==> src/hw/rtl/assert_macros.svh <==
// Assertion macros shared by the parser RTL.
// Every check samples on the rising edge of clk and is off while rst is high.
`ifndef ASSERT_MACROS_SVH
`define ASSERT_MACROS_SVH

// Check that a condition holds on every cycle.
`define MNP_ASSERT(lbl, prop, msg) \
  lbl: assert property (@(posedge clk) disable iff (rst) (prop)) else $error(msg);

// Check that a consequent holds in the same cycle as its antecedent.
`define MNP_ASSERT_IMPL(lbl, ante, cons, msg) \
  lbl: assert property (@(posedge clk) disable iff (rst) (ante) |-> (cons)) else $error(msg);

// Check that a consequent holds in the cycle after its antecedent.
`define MNP_ASSERT_NEXT(lbl, ante, cons, msg) \
  lbl: assert property (@(posedge clk) disable iff (rst) (ante) |=> (cons)) else $error(msg);

`endif

==> src/hw/rtl/mnp_pkg.sv <==
// Package for the MIDI note message parser: status codes, event kinds,
// message positions and the decoded result type. No dependencies.
`timescale 1ns / 1ps

package mnp_pkg;

  localparam logic [7:0] STATUS_NOTE_ON   = 8'h90;
  localparam logic [7:0] STATUS_NOTE_OFF  = 8'h80;
  localparam logic [7:0] STATUS_CHAN_PRES = 8'hD0;
  localparam logic [7:0] STATUS_RESET     = 8'h00;

  localparam logic KIND_NOTE_ON  = 1'b0;
  localparam logic KIND_NOTE_OFF = 1'b1;

  // Message lengths, status byte included.
  localparam logic [1:0] LEN_SHORT = 2'd2;
  localparam logic [1:0] LEN_FULL  = 2'd3;

  // Byte position within the current message, status byte included.
  localparam logic [1:0] POS_NONE   = 2'd0;
  localparam logic [1:0] POS_STATUS = 2'd1;
  localparam logic [1:0] POS_FIRST  = 2'd2;

  typedef struct packed {
    logic       valid;
    logic       kind;
    logic [6:0] note;
    logic [6:0] velocity;
  } mnp_result_t;

endpackage

==> src/hw/rtl/mnp_in_reg.sv <==
// Input register of the MIDI note parser: holds one received word until the
// decode stage takes it. Depends on nothing but the clock and reset.
`timescale 1ns / 1ps

module mnp_in_reg (
  input  logic       clk,
  input  logic       rst,
  input  logic       rx_valid,
  output logic       rx_ready,
  input  logic [7:0] rx_byte,
  input  logic       advance,
  output logic       byte_valid,
  output logic [7:0] byte_data
);

  // Refill whenever the stage is empty or is handing its word on.
  assign rx_ready = !byte_valid || advance;

  always_ff @(posedge clk) begin
    if (rst) begin
      byte_valid <= 1'b0;
    end else if (rx_ready) begin
      byte_valid <= rx_valid;
    end
  end

  always_ff @(posedge clk) begin
    if (rx_ready && rx_valid) begin
      byte_data <= rx_byte;
    end
  end

endmodule

==> src/hw/rtl/mnp_core.sv <==
// Parser state and combinational decode of one MIDI word into a note event.
// Depends on mnp_pkg for status codes, positions and the result type.
`timescale 1ns / 1ps

module mnp_core
  import mnp_pkg::*;
(
  input  logic        clk,
  input  logic        rst,
  input  logic        advance,
  input  logic [7:0]  byte_data,
  output mnp_result_t result
);

  logic [7:0] status_held, status_held_next;
  logic [1:0] message_length, message_length_next;
  logic [1:0] byte_position, byte_position_next;
  logic [6:0] first_data, first_data_next;

  logic [6:0] velocity;
  logic       complete;

  always_comb begin
    status_held_next    = status_held;
    message_length_next = message_length;
    byte_position_next  = byte_position;
    first_data_next     = first_data;
    velocity            = 7'd0;
    complete            = 1'b0;
    result              = '0;

    if (byte_data[7]) begin
      // Status word: restart the message, set length for known codes.
      if (byte_data == STATUS_NOTE_ON || byte_data == STATUS_NOTE_OFF) begin
        message_length_next = LEN_FULL;
      end else if (byte_data == STATUS_CHAN_PRES) begin
        message_length_next = LEN_SHORT;
      end
      status_held_next   = byte_data;
      byte_position_next = POS_STATUS;
    end else if (byte_position != POS_NONE) begin
      if (byte_position == POS_STATUS) begin
        first_data_next    = byte_data[6:0];
        byte_position_next = POS_FIRST;
        complete           = (message_length <= LEN_SHORT);
      end else begin
        velocity = byte_data[6:0];
        complete = 1'b1;
      end
    end

    if (complete) begin
      // Return to the first data slot so running status works.
      byte_position_next = POS_STATUS;
      if (status_held == STATUS_NOTE_ON && velocity != 7'd0) begin
        result.valid    = 1'b1;
        result.kind     = KIND_NOTE_ON;
        result.note     = first_data_next;
        result.velocity = velocity;
      end else if (status_held == STATUS_NOTE_ON || status_held == STATUS_NOTE_OFF) begin
        result.valid    = 1'b1;
        result.kind     = KIND_NOTE_OFF;
        result.note     = first_data_next;
        result.velocity = 7'd0;
      end
    end
  end

  always_ff @(posedge clk) begin
    if (rst) begin
      status_held    <= STATUS_RESET;
      message_length <= LEN_FULL;
      byte_position  <= POS_NONE;
      first_data     <= 7'd0;
    end else if (advance) begin
      status_held    <= status_held_next;
      message_length <= message_length_next;
      byte_position  <= byte_position_next;
      first_data     <= first_data_next;
    end
  end

endmodule

==> src/hw/rtl/midi_note_message_parser.sv <==
// MIDI note message parser, top level.
// Path: an accepted word is held in the input register for decode, and its note
// event is then loaded into the output register.
// Throughput: one word per cycle while the decode stage advances; it advances whenever the
// output register is empty or being drained, or its word yields no event.
// Reset clears the valid flags and parser state at once; payload registers are not reset.
`timescale 1ns / 1ps
`include "assert_macros.svh"

module midi_note_message_parser
  import mnp_pkg::*;
(
  input  logic       clk,
  input  logic       rst,
  input  logic       rx_valid,
  output logic       rx_ready,
  input  logic [7:0] rx_byte,
  output logic       event_valid,
  input  logic       event_ready,
  output logic       event_kind,
  output logic [6:0] note_number,
  output logic [6:0] note_velocity
);

  logic        byte_valid;
  logic [7:0]  byte_data;
  logic        advance;
  logic        out_free;
  mnp_result_t result;

  // Hold the received word until decode can move it on.
  mnp_in_reg u_in_reg (
    .clk        (clk),
    .rst        (rst),
    .rx_valid   (rx_valid),
    .rx_ready   (rx_ready),
    .rx_byte    (rx_byte),
    .advance    (advance),
    .byte_valid (byte_valid),
    .byte_data  (byte_data)
  );

  // Parser state and decode; state only moves when the word advances.
  mnp_core u_core (
    .clk       (clk),
    .rst       (rst),
    .advance   (advance),
    .byte_data (byte_data),
    .result    (result)
  );

  // The output register takes a new event when empty or being drained.
  // A word that yields no event passes even while an event waits, so the
  // input side keeps flowing.
  assign out_free = !event_valid || event_ready;
  assign advance  = byte_valid && (out_free || !result.valid);

  always_ff @(posedge clk) begin
    if (rst) begin
      event_valid <= 1'b0;
    end else if (out_free) begin
      event_valid <= advance && result.valid;
    end
  end

  // Load payload only with a real event; hold it while stalled.
  always_ff @(posedge clk) begin
    if (advance && result.valid) begin
      event_kind    <= result.kind;
      note_number   <= result.note;
      note_velocity <= result.velocity;
    end
  end

  // A note on always carries a velocity; a note off never does.
  `MNP_ASSERT_IMPL(a_on_has_vel, event_valid && event_kind == KIND_NOTE_ON,
                   note_velocity != 7'd0, "note on with zero velocity")
  `MNP_ASSERT_IMPL(a_off_no_vel, event_valid && event_kind == KIND_NOTE_OFF,
                   note_velocity == 7'd0, "note off with nonzero velocity")
  // A decoded event must land in the output register.
  `MNP_ASSERT_NEXT(a_event_lands, advance && result.valid, event_valid,
                   "decoded event lost")
  // A stalled word in the decode stage must not vanish.
  `MNP_ASSERT_NEXT(a_word_holds, byte_valid && !advance, byte_valid,
                   "stalled word dropped")

endmodule

==> config.mk <==
export PLATFORM = sky130hd
export DESIGN_NAME = midi_note_message_parser
export DESIGN_NICKNAME = d
export VERILOG_FILES = /design/src/hw/rtl/mnp_pkg.sv /design/src/hw/rtl/mnp_in_reg.sv /design/src/hw/rtl/mnp_core.sv /design/src/hw/rtl/midi_note_message_parser.sv
export VERILOG_INCLUDE_DIRS = /design/src /design/src/hw/rtl
export SDC_FILE = /design/constraint.sdc
export NUM_CORES = 1
export LEC_CHECK = 0
export ABC_AREA = 1
export BUFFER_PORTS_ARGS = -buffer_cell sky130_fd_sc_hd__buf_2
export CAP_MARGIN = 10
export CORE_ASPECT_RATIO = 0.8
export CORE_MARGIN = 3
export CORE_UTILIZATION = 35
export DETAILED_ROUTE_END_ITERATION = 16
export GPL_ROUTABILITY_DRIVEN = 0
export SYNTH_ARGS = -nofsm -noshare
export SYNTH_HDL_FRONTEND = slang
export SYNTH_SLANG_ARGS = --single-unit
==> constraint.sdc <==
create_clock -name clk -period 2.1 [get_ports clk]
set_clock_uncertainty 0.05 [all_clocks]
set_input_delay 0.21 -clock clk [delete_from_list [all_inputs] [get_ports clk]]
set_output_delay 0.21 -clock clk [all_outputs]
set_load 0.01 [all_outputs]
# Word level (Yosys, flattened, before mapping)
# Cells that the tools add are included.
# totals
word_cells,57
regBits,44
inputBits,12
output_inout_bits,17
# op_classes
n_reduce_logical,21
n_eq_ne,6
n_mux,18
bitwise_logic,1
magnitude_cmp,1
# op_table
cell,count
$mux W16,3
$mux W7,6
$eq A8 B8 Y1 const B,5
$mux W2,6
$reduce_bool A7 Y1,1
$reduce_and A3 Y1,2
$reduce_bool A3 Y1,2
$logic_or A1 B1 Y1,5
$logic_and A1 B1 Y1,4
$reduce_bool A2 Y1,2
$logic_not A1 Y1,3
$mux W1,3
$eq A2 B1 Y1 const B,1
$le A2 B2 Y1 const B,1
$reduce_and A2 Y1,1
$reduce_or A2 Y1,1
$not A1 Y1,1

# Longest topological paths before layout
# Gate-level depths: netlist (run 1).
# logic_depth
word_depth,13
mapped_depth,9

# Cells and area by module
# A second synthesis (run 1) with hierarchy kept.
# hier_totals
cells_unflattened,222
hier_area_um2,1884.3
# modules_own_cells
mod,seq_area_each_um2,cells_each,area_each_um2,n_inst
mnp_core,360.3,180,1077.3,1
midi_note_message_parser,470.5,28,519.2,1
mnp_in_reg,260.2,14,287.8,1

# Worst setup path after synthesis (run 1)
# OpenSTA, ideal clock, no wires.
# synth_timing
path_kind,flip-flop to flip-flop
from,register u_core.byte_position[1]
to,"register event_kind, enable pin"
setup_slack_ns,0.499
n_path_buf,1
t_arrival_ns,1.192
required_time_ns,1.691
period_less_slack_ns,1.601
stages_incl_launch_ff,9
path_cell_list,dfxtp_1 buf_6 inv_4 a21oi_4 nand3_4 nand2_1 inv_2 nand3_1 inv_1
# synth_between
elab_chain_cells,12
elab_cells_between_ends,16
# synth_lines
element,line,text
"start, declared",mnp_core.sv:17,"logic [1:0] byte_position, byte_position_next;"
"start signal, assigned",mnp_core.sv:78,byte_position <= byte_position_next;
$eq A2 B1 Y1,mnp_core.sv:42,if (byte_position == POS_STATUS) begin
$mux W7,mnp_core.sv:42,
$mux W7,mnp_core.sv:41,end else if (byte_position != POS_NONE) begin
$mux W7,mnp_core.sv:32,if (byte_data[7]) begin
$reduce_bool A7 Y1,mnp_core.sv:55,if (status_held == STATUS_NOTE_ON && velocity != 7'd0) begin
$logic_and A1 B1 Y1,mnp_core.sv:55,
$mux W16,mnp_core.sv:55,
$mux W16 (*),mnp_core.sv:52,if (complete) begin
$logic_not A1 Y1,midi_note_message_parser.sv:56,assign advance = byte_valid && (out_free || !result.valid);
$logic_or A1 B1 Y1,midi_note_message_parser.sv:56,
$logic_and A1 B1 Y1,midi_note_message_parser.sv:56,
$logic_and A1 B1 Y1 (*),midi_note_message_parser.sv:68,if (advance && result.valid) begin
"end signal, assigned",midi_note_message_parser.sv:69,event_kind <= result.kind;
"end, declared",midi_note_message_parser.sv:20,"output logic event_kind,"
# Mark *: on every way between the ends. The rest lies on a longest branch, timed or not.
# A chain may end at the register's enable or synchronous reset.

# Worst setup path after layout (run 1)
# layout_timing
from,register u_core.status_held[5]
to,output port rx_ready
# layout_between
elab_chain_cells,9
elab_cells_between_ends,11
# layout_lines
element,line,text
"start, declared",mnp_core.sv:15,"logic [7:0] status_held, status_held_next;"
"start signal, assigned",mnp_core.sv:76,status_held <= status_held_next;
$eq A8 B8 Y1 (on tied branches),"mnp_core.sv:55, mnp_core.sv:60",
$logic_or A1 B1 Y1,mnp_core.sv:60,end else if (status_held == STATUS_NOTE_ON || status_held == STATUS_NOTE_OFF) begin
$mux W16,mnp_core.sv:60,
$mux W16 (*),mnp_core.sv:55,
$mux W16 (*),mnp_core.sv:52,
$logic_not A1 Y1 (*),midi_note_message_parser.sv:56,
$logic_or A1 B1 Y1 (*),midi_note_message_parser.sv:56,
$logic_and A1 B1 Y1 (*),midi_note_message_parser.sv:56,
$logic_or A1 B1 Y1 (*),mnp_in_reg.sv:17,assign rx_ready = !byte_valid || advance;
"end, declared",midi_note_message_parser.sv:16,"output logic rx_ready,"
# Marked as above.

==> reports/qor.csv, run 1 <==
metric,value,unit
Core Area,0.00509,sq mm
port bufs,28,
Num CTS Buffers,5,
final setup violating endpoints,0,
Die Height,71.6,microns
Fin. Hold Viols,0,
Main synth FF type,edfxtp_1,
initial core utilization,36.9,%
"Max FO, Critical Path",12,
Root Driver,clkbuf_8,
Synth area leaders,"edfxtp_1 (37%), dfxtp_1 (21%), nor2_1 (9.2%)",
Yosys cell types,25,
WL per Instance,12.6,microns
TritonCTS clock tree,yes,
number of global-route vias before repair,1339,
commonest cells in the netlist,"nor2_1 (46), edfxtp_1 (23), dfxtp_1 (20), inv_1 (19), nand2_1 (19)",
total power,1740,uW
nets,243,
sequential-to-total area share from yosys stat,58.0,%
Hold Buf Count CTS,0,
share of layout cells above drive strength 1,27.2,%
DR vias/cell,4.72,
Post-DRT Antenna Nets,0,
Worst-Margin Slew,596,ps
Fmax,0.546,GHz
Placement Rows,23,
"count leader, synth",nor2_1,
Post-Synthesis Cells,199,
first-pass GRT wire length,6.40,mm
CTS H-Tree Depth,2,
Setup TNS,0,ps
slew margin rel.,60.1,%
status,"finished, final reports clean",
Post-Syn Nets,211,
Non-Filler Instances,294,
Worst setup EP type,output pin,
Initial DRT Pass Iterations,4,
ant diodes,0,
clock slew at reported path FFs,80,ps
Crit Path Class,flip-flop to output pin,
maximum vdd drop,364,uV
die width,88.0,microns
unrepaired setup endpoints after global routing,no,
CP Data Arrival Time,1570,ps
async set or reset register ratio after synthesis,0,%
Fillers,491,
routed wire length,3.71,mm
Hold Crit Class,input pin to flip-flop,
placed insts,286,
Die Area,0.00629,sq mm
DRT iter0 DRCs,81,
Yosys warnings,0,
antenna violations before repair,0,
Longest Clk Path Bufs,2,
maxcap violations,0,
synthesized cell area,0.00188,sq mm
I/O pins,29,
"Slew Viols, Final",0,
"Avg Cell Area, Syn",9.45,sq um
Yosys top cell by area,edfxtp_1,
fin crit share,87.2,%
Setup Buffers After CTS,0,
CP Data Required Time,1840,ps
final hold slack,34.9,ps
startpoint types,flip-flop,
DRC viols,0,
PD cells,795,mW/mm^2
clk sink count,43,
"EDFF count, synth",23,
vias post-DR,1387,
largest net degree at the start of global routing,17,
grt ovf,0,
#FFs+latches synth,43,
synthesis-to-layout area growth,16.3,%
Leak,0.000972,uW
aggregate global-route resource usage,13.3,%
post-synth top area share,36.7,%
fin crit period,1830,ps
worst skew pair latency,290,ps
post-cts resize count,0,
HPWL after DPL,2.75,mm
==> worst max-delay path, stage by stage, from the launching register on <==
cell and delay, ps:
dfxtp_1 310, nor2_1 90, nand2_1 80, nor2_4 220, nand3_4 200, nor2_2 160
inv_1 60, buf_2 140
==> cells by family (layout without fill, tap and decap cells) <==
family	count (synthesis)	count (layout)	share of synthesized area [%]
DFF	43	43	58.0
and+or+nand+nor	100	100	25.1
buffers and inverters	29	62	7.65
AOI/OAI and AO/OA	27	27	9.25
==> final timing paths <==
kind,depth (start not counted),slack [ps],end,startpoint
hold / removal,1,30,u_in_reg.byte_data[7]$_DFFE_PP_,rx_byte[7]
setup / recovery,7,270,rx_ready,u_core.status_held[5]$_SDFFE_PP0P_
hold reg to reg,2,420,u_core.message_length[0]$_SDFFE_PP1P_,u_core.message_length[0]$_SDFFE_PP1P_
setup reg to reg,8,270,note_velocity[2]$_SDFFCE_PP0P_,u_core.status_held[2]$_SDFFE_PP0P_
==> state kept, by name (all words and copies together) (netlist names) <==
name	count
u_core.message_length	1
event_kind	1
u_in_reg.byte_valid	1
note_number	7
u_core.status_held	8
note_velocity	7
u_core.first_data	7
event_valid	1
u_in_reg.byte_data	8
u_core.byte_position	2
==> through the flow <==
step	setup WS, ps	utilization, %	cell area (sq um)
6_report	269	42.9	2190
5_1_grt	80.6	42.9	2190
4_1_cts	252	42.9	2190
3_5_place_dp	261	40.6	2070
3_3_place_gp	343	40.6	2070
2_1_floorplan	499	-	1880
==> per-layer routing <==
metal  track usage, %  up-vias  share of wire [%]
met4             4.26        0               0.97
met5                0        -                  0
li1                 -      717                  -
met3             3.68        5                5.4
met1             20.1      629                 52
met2             18.3       36                 42
==> power by group <==
group / switching, uW / internal (uW) / total, uW
registers: 26.0 / 914 / 940
logic: 88.1 / 49.9 / 138
clock network: 276 / 385 / 661
==> layout make-up <==
type                    instances  area (sq um)  area share (%)
flip-flops and latches         43          1090            49.9
multi-input cells             127           646            29.5
repair buffers                 32           170            7.78
inverters                      22          85.1            3.89
clock buffers                   6          82.6            3.78
well taps                      62          77.6            3.55
clock inverters                 2          35.0            1.60
==> placed cells by master, fill, tap and decap left out, types with 2 or more instances in the layout <==
master	count
a21oi_1	11
a21oi_2	6
buf_2	28
buf_4	4
clkbuf_8	6
dfxtp_1	20
edfxtp_1	23
inv_1	19
inv_2	2
nand2_1	19
nand2_2	3
nand3_1	18
nand3_2	3
nand4_1	2
nor2_1	46
nor2_2	3
nor2_4	2
nor3_1	2
o21ai_0	7
(Power assumes the default switching activity.)
==> inputs of run 2 (changes only) <==
--- a/config.mk
+++ b/config.mk
@@ -9,7 +9,6 @@
 export ABC_AREA = 1
 export BUFFER_PORTS_ARGS = -buffer_cell sky130_fd_sc_hd__buf_2
 export CAP_MARGIN = 10
-export CORE_ASPECT_RATIO = 0.8
 export CORE_MARGIN = 3
 export CORE_UTILIZATION = 35
 export DETAILED_ROUTE_END_ITERATION = 16
==> reports/qor.csv, run 2 (same netlist as run 1, synthesis figures left out) <==
metric,value,unit,change
port bufs,28,,unchanged
Setup Buffers After CTS,0,,unchanged
PD cells,823,mW/mm^2,+3.6%
HPWL after DPL,2.58,mm,-6.0%
Initial DRT Pass Iterations,4,,unchanged
sw power,382,uW,-2.1%
DR vias/cell,4.45,,-5.7%
Combinational Power Share,7.6,%,-0.3 points
status,"finished, final reports clean",,
worst reg2reg setup slack,330,ps,+60 ps
DRT iter0 DRCs,47,,-42%
clk sink count,43,,unchanged
maxcap violations,0,,unchanged
Register-to-Register Path Depth,8,,unchanged
slew margin rel.,59.9,%,-0.21 points
CP bufs+invs,2,,unchanged
WL per Instance,11.3,microns,-10%
die width,79.3,microns,-9.8%
grt ovf,0,,unchanged
Leak,0.000976,uW,+0.43%
number of global-route vias before repair,1123,,-16%
vias post-DR,1344,,-3.1%
Internal,1440,uW,+6.7%
CTS H-Tree Depth,2,,unchanged
initial core utilization,36.6,%,-0.33 points
"most common cell after layout, fill and taps aside",nor2_1,,
Post-DRT Antenna Nets,0,,unchanged
met3 wire length,211,microns,+5.5%
Die Area,0.00629,sq mm,about the same
"Max FO, Critical Path",12,,unchanged
startpoint types,flip-flop,,
nets,243,,unchanged
Setup TNS,0,ps,unchanged
Fin. Hold Viols,0,,unchanged
final worst setup slack,272,ps,+2.64 ps
Crit path max-delay family,simple AND/OR/NAND/NOR gates,,
Num CTS Buffers,5,,unchanged
top routing layer used,met4,,
CP max stage delay,310,ps,about the same
synthesis-to-layout area growth,17.6,%,
aggregate global-route resource usage,11.5,%,-1.8 points
Switching Share,21.0,%,-1.5 points
Crit Path Class,flip-flop to output pin,,
Die Height,79.3,microns,+11%
CP Data Arrival Time,1570,ps,about the same
maximum vdd drop,504,uV,+38%
Worst-Margin Slew,599,ps,+3.15 ps
Min-Delay Startpoint,rx_byte[5],,
clock slew at reported path FFs,80,ps,about the same
antenna violations before repair,0,,unchanged
Hold Crit Class,input pin to flip-flop,,
ant diodes,0,,unchanged
Hold Path Sink,u_in_reg.byte_data[5]$_DFFE_PP_,,
Fmax,0.547,GHz,+0.14%
share of layout cells above drive strength 1,26.7,%,-0.43 points
met1 WL,1.75,mm,-9.5%
DRC viols,0,,unchanged
pre-CTS WS,333,ps,+71.8 ps
post-cts resize count,0,,unchanged
R2R Path End,note_number[0]$_SDFFCE_PP0P_,,
slowest CP cell,dfxtp_1,,
unrepaired setup endpoints after global routing,no,,
Placement Rows,26,,+13%
I/O pins,29,,unchanged
Hold Buf Count CTS,0,,unchanged
fin crit period,1830,ps,-2.64 ps
routed wire length,3.42,mm,-7.9%
largest net degree at the start of global routing,17,,unchanged
Largest regs,"u_core.status_held x8, u_in_reg.byte_data x8",,
final setup violating endpoints,0,,unchanged
Reg power frac,51.5,%,-2.5 points
CP Data Required Time,1840,ps,about the same
most frequent cells in the layout,"nor2_1 (46), buf_2 (28), edfxtp_1 (23), dfxtp_1 (20)",,
Worst setup EP type,output pin,,
first-pass GRT wire length,5.49,mm,-14%
hold path depth,1,,unchanged
worst skew pair latency,290,ps,about the same
Longest Clk Path Bufs,2,,unchanged
Core Area,0.00514,sq mm,+0.91%
TritonCTS clock tree,yes,,
worst r2r src,u_core.status_held[5]$_SDFFE_PP0P_,,
Clock power frac,41.0,%,+3.0 points
fin crit share,87.1,%,-0.13 points
Root Driver,clkbuf_8,,
CP Cell Sequence,nor2_1 > nand2_1 > nor2_4 > nand3_4 > nor2_2 > inv_1 > buf_2,,
"Slew Viols, Final",0,,unchanged
metal2 WL,1.40,mm,-9.6%
[run 2: changes by cell type in the layout (fill, tap and decap cells not counted), sizes merged]
cell / change
clkinv: -1
bufinv: +1
[run 2: layout make-up]
class	instances	area (sq um)
clock buffer	6	72.6
sequential	43	1090
multi-input combinational	127	646
timing repair buffer	32	170
inverter	22	85.1
clock inverter	2	60.1
tap	70	87.6
fill	547	2930
[run 2: per-layer routing]
metal | vias to the layer above | global-route usage (%)
li1 | 719 | -
met1 | 575 | 16.8
met2 | 44 | 15.7
met3 | 6 | 3.06
met4 | 0 | 5.33
met5 | - | 0
[run 2: worst max-delay path by stage]
stage                                               startpoint                        endpoint  slack [ps]  depth (start not counted)
after global placement      u_core.status_held[5]$_SDFFE_PP0P_  note_velocity[3]$_SDFFCE_PP0P_         350                          8
after floorplan           u_core.byte_position[1]$_SDFFE_PP0P_        event_kind$_SDFFCE_PP0P_         500                          8
after detailed placement    u_core.status_held[5]$_SDFFE_PP0P_  note_velocity[3]$_SDFFCE_PP0P_         330                          8
after CTS                   u_core.status_held[5]$_SDFFE_PP0P_                        rx_ready         260                          7
after global routing        u_core.status_held[5]$_SDFFE_PP0P_  note_velocity[3]$_SDFFCE_PP0P_          70                          8
final                       u_core.status_held[5]$_SDFFE_PP0P_                        rx_ready         270                          7
[run 2: power groups by stage]
stage               Sequential, uW  Clock [uW]  Combinational [uW]
floorplan                      948           0                 108
global placement               957           0                 138
detailed placement             957           0                 138
CTS                            937         755                 139
global route                   942         795                 156
finish                         937         746                 138
[run 2: stage by stage]
stage	total power, uW	util [%]	hold slack (ps)	cells	cell area (sq um)
after floorplan	1060	-	229	199	1880
after global placement	1100	40.5	336	294	2080
after detailed placement	1100	40.5	338	294	2080
after CTS	1830	43.0	31.6	302	2210
after global routing	1890	43.0	19.4	302	2210
final	1820	43.0	37.2	302	2210
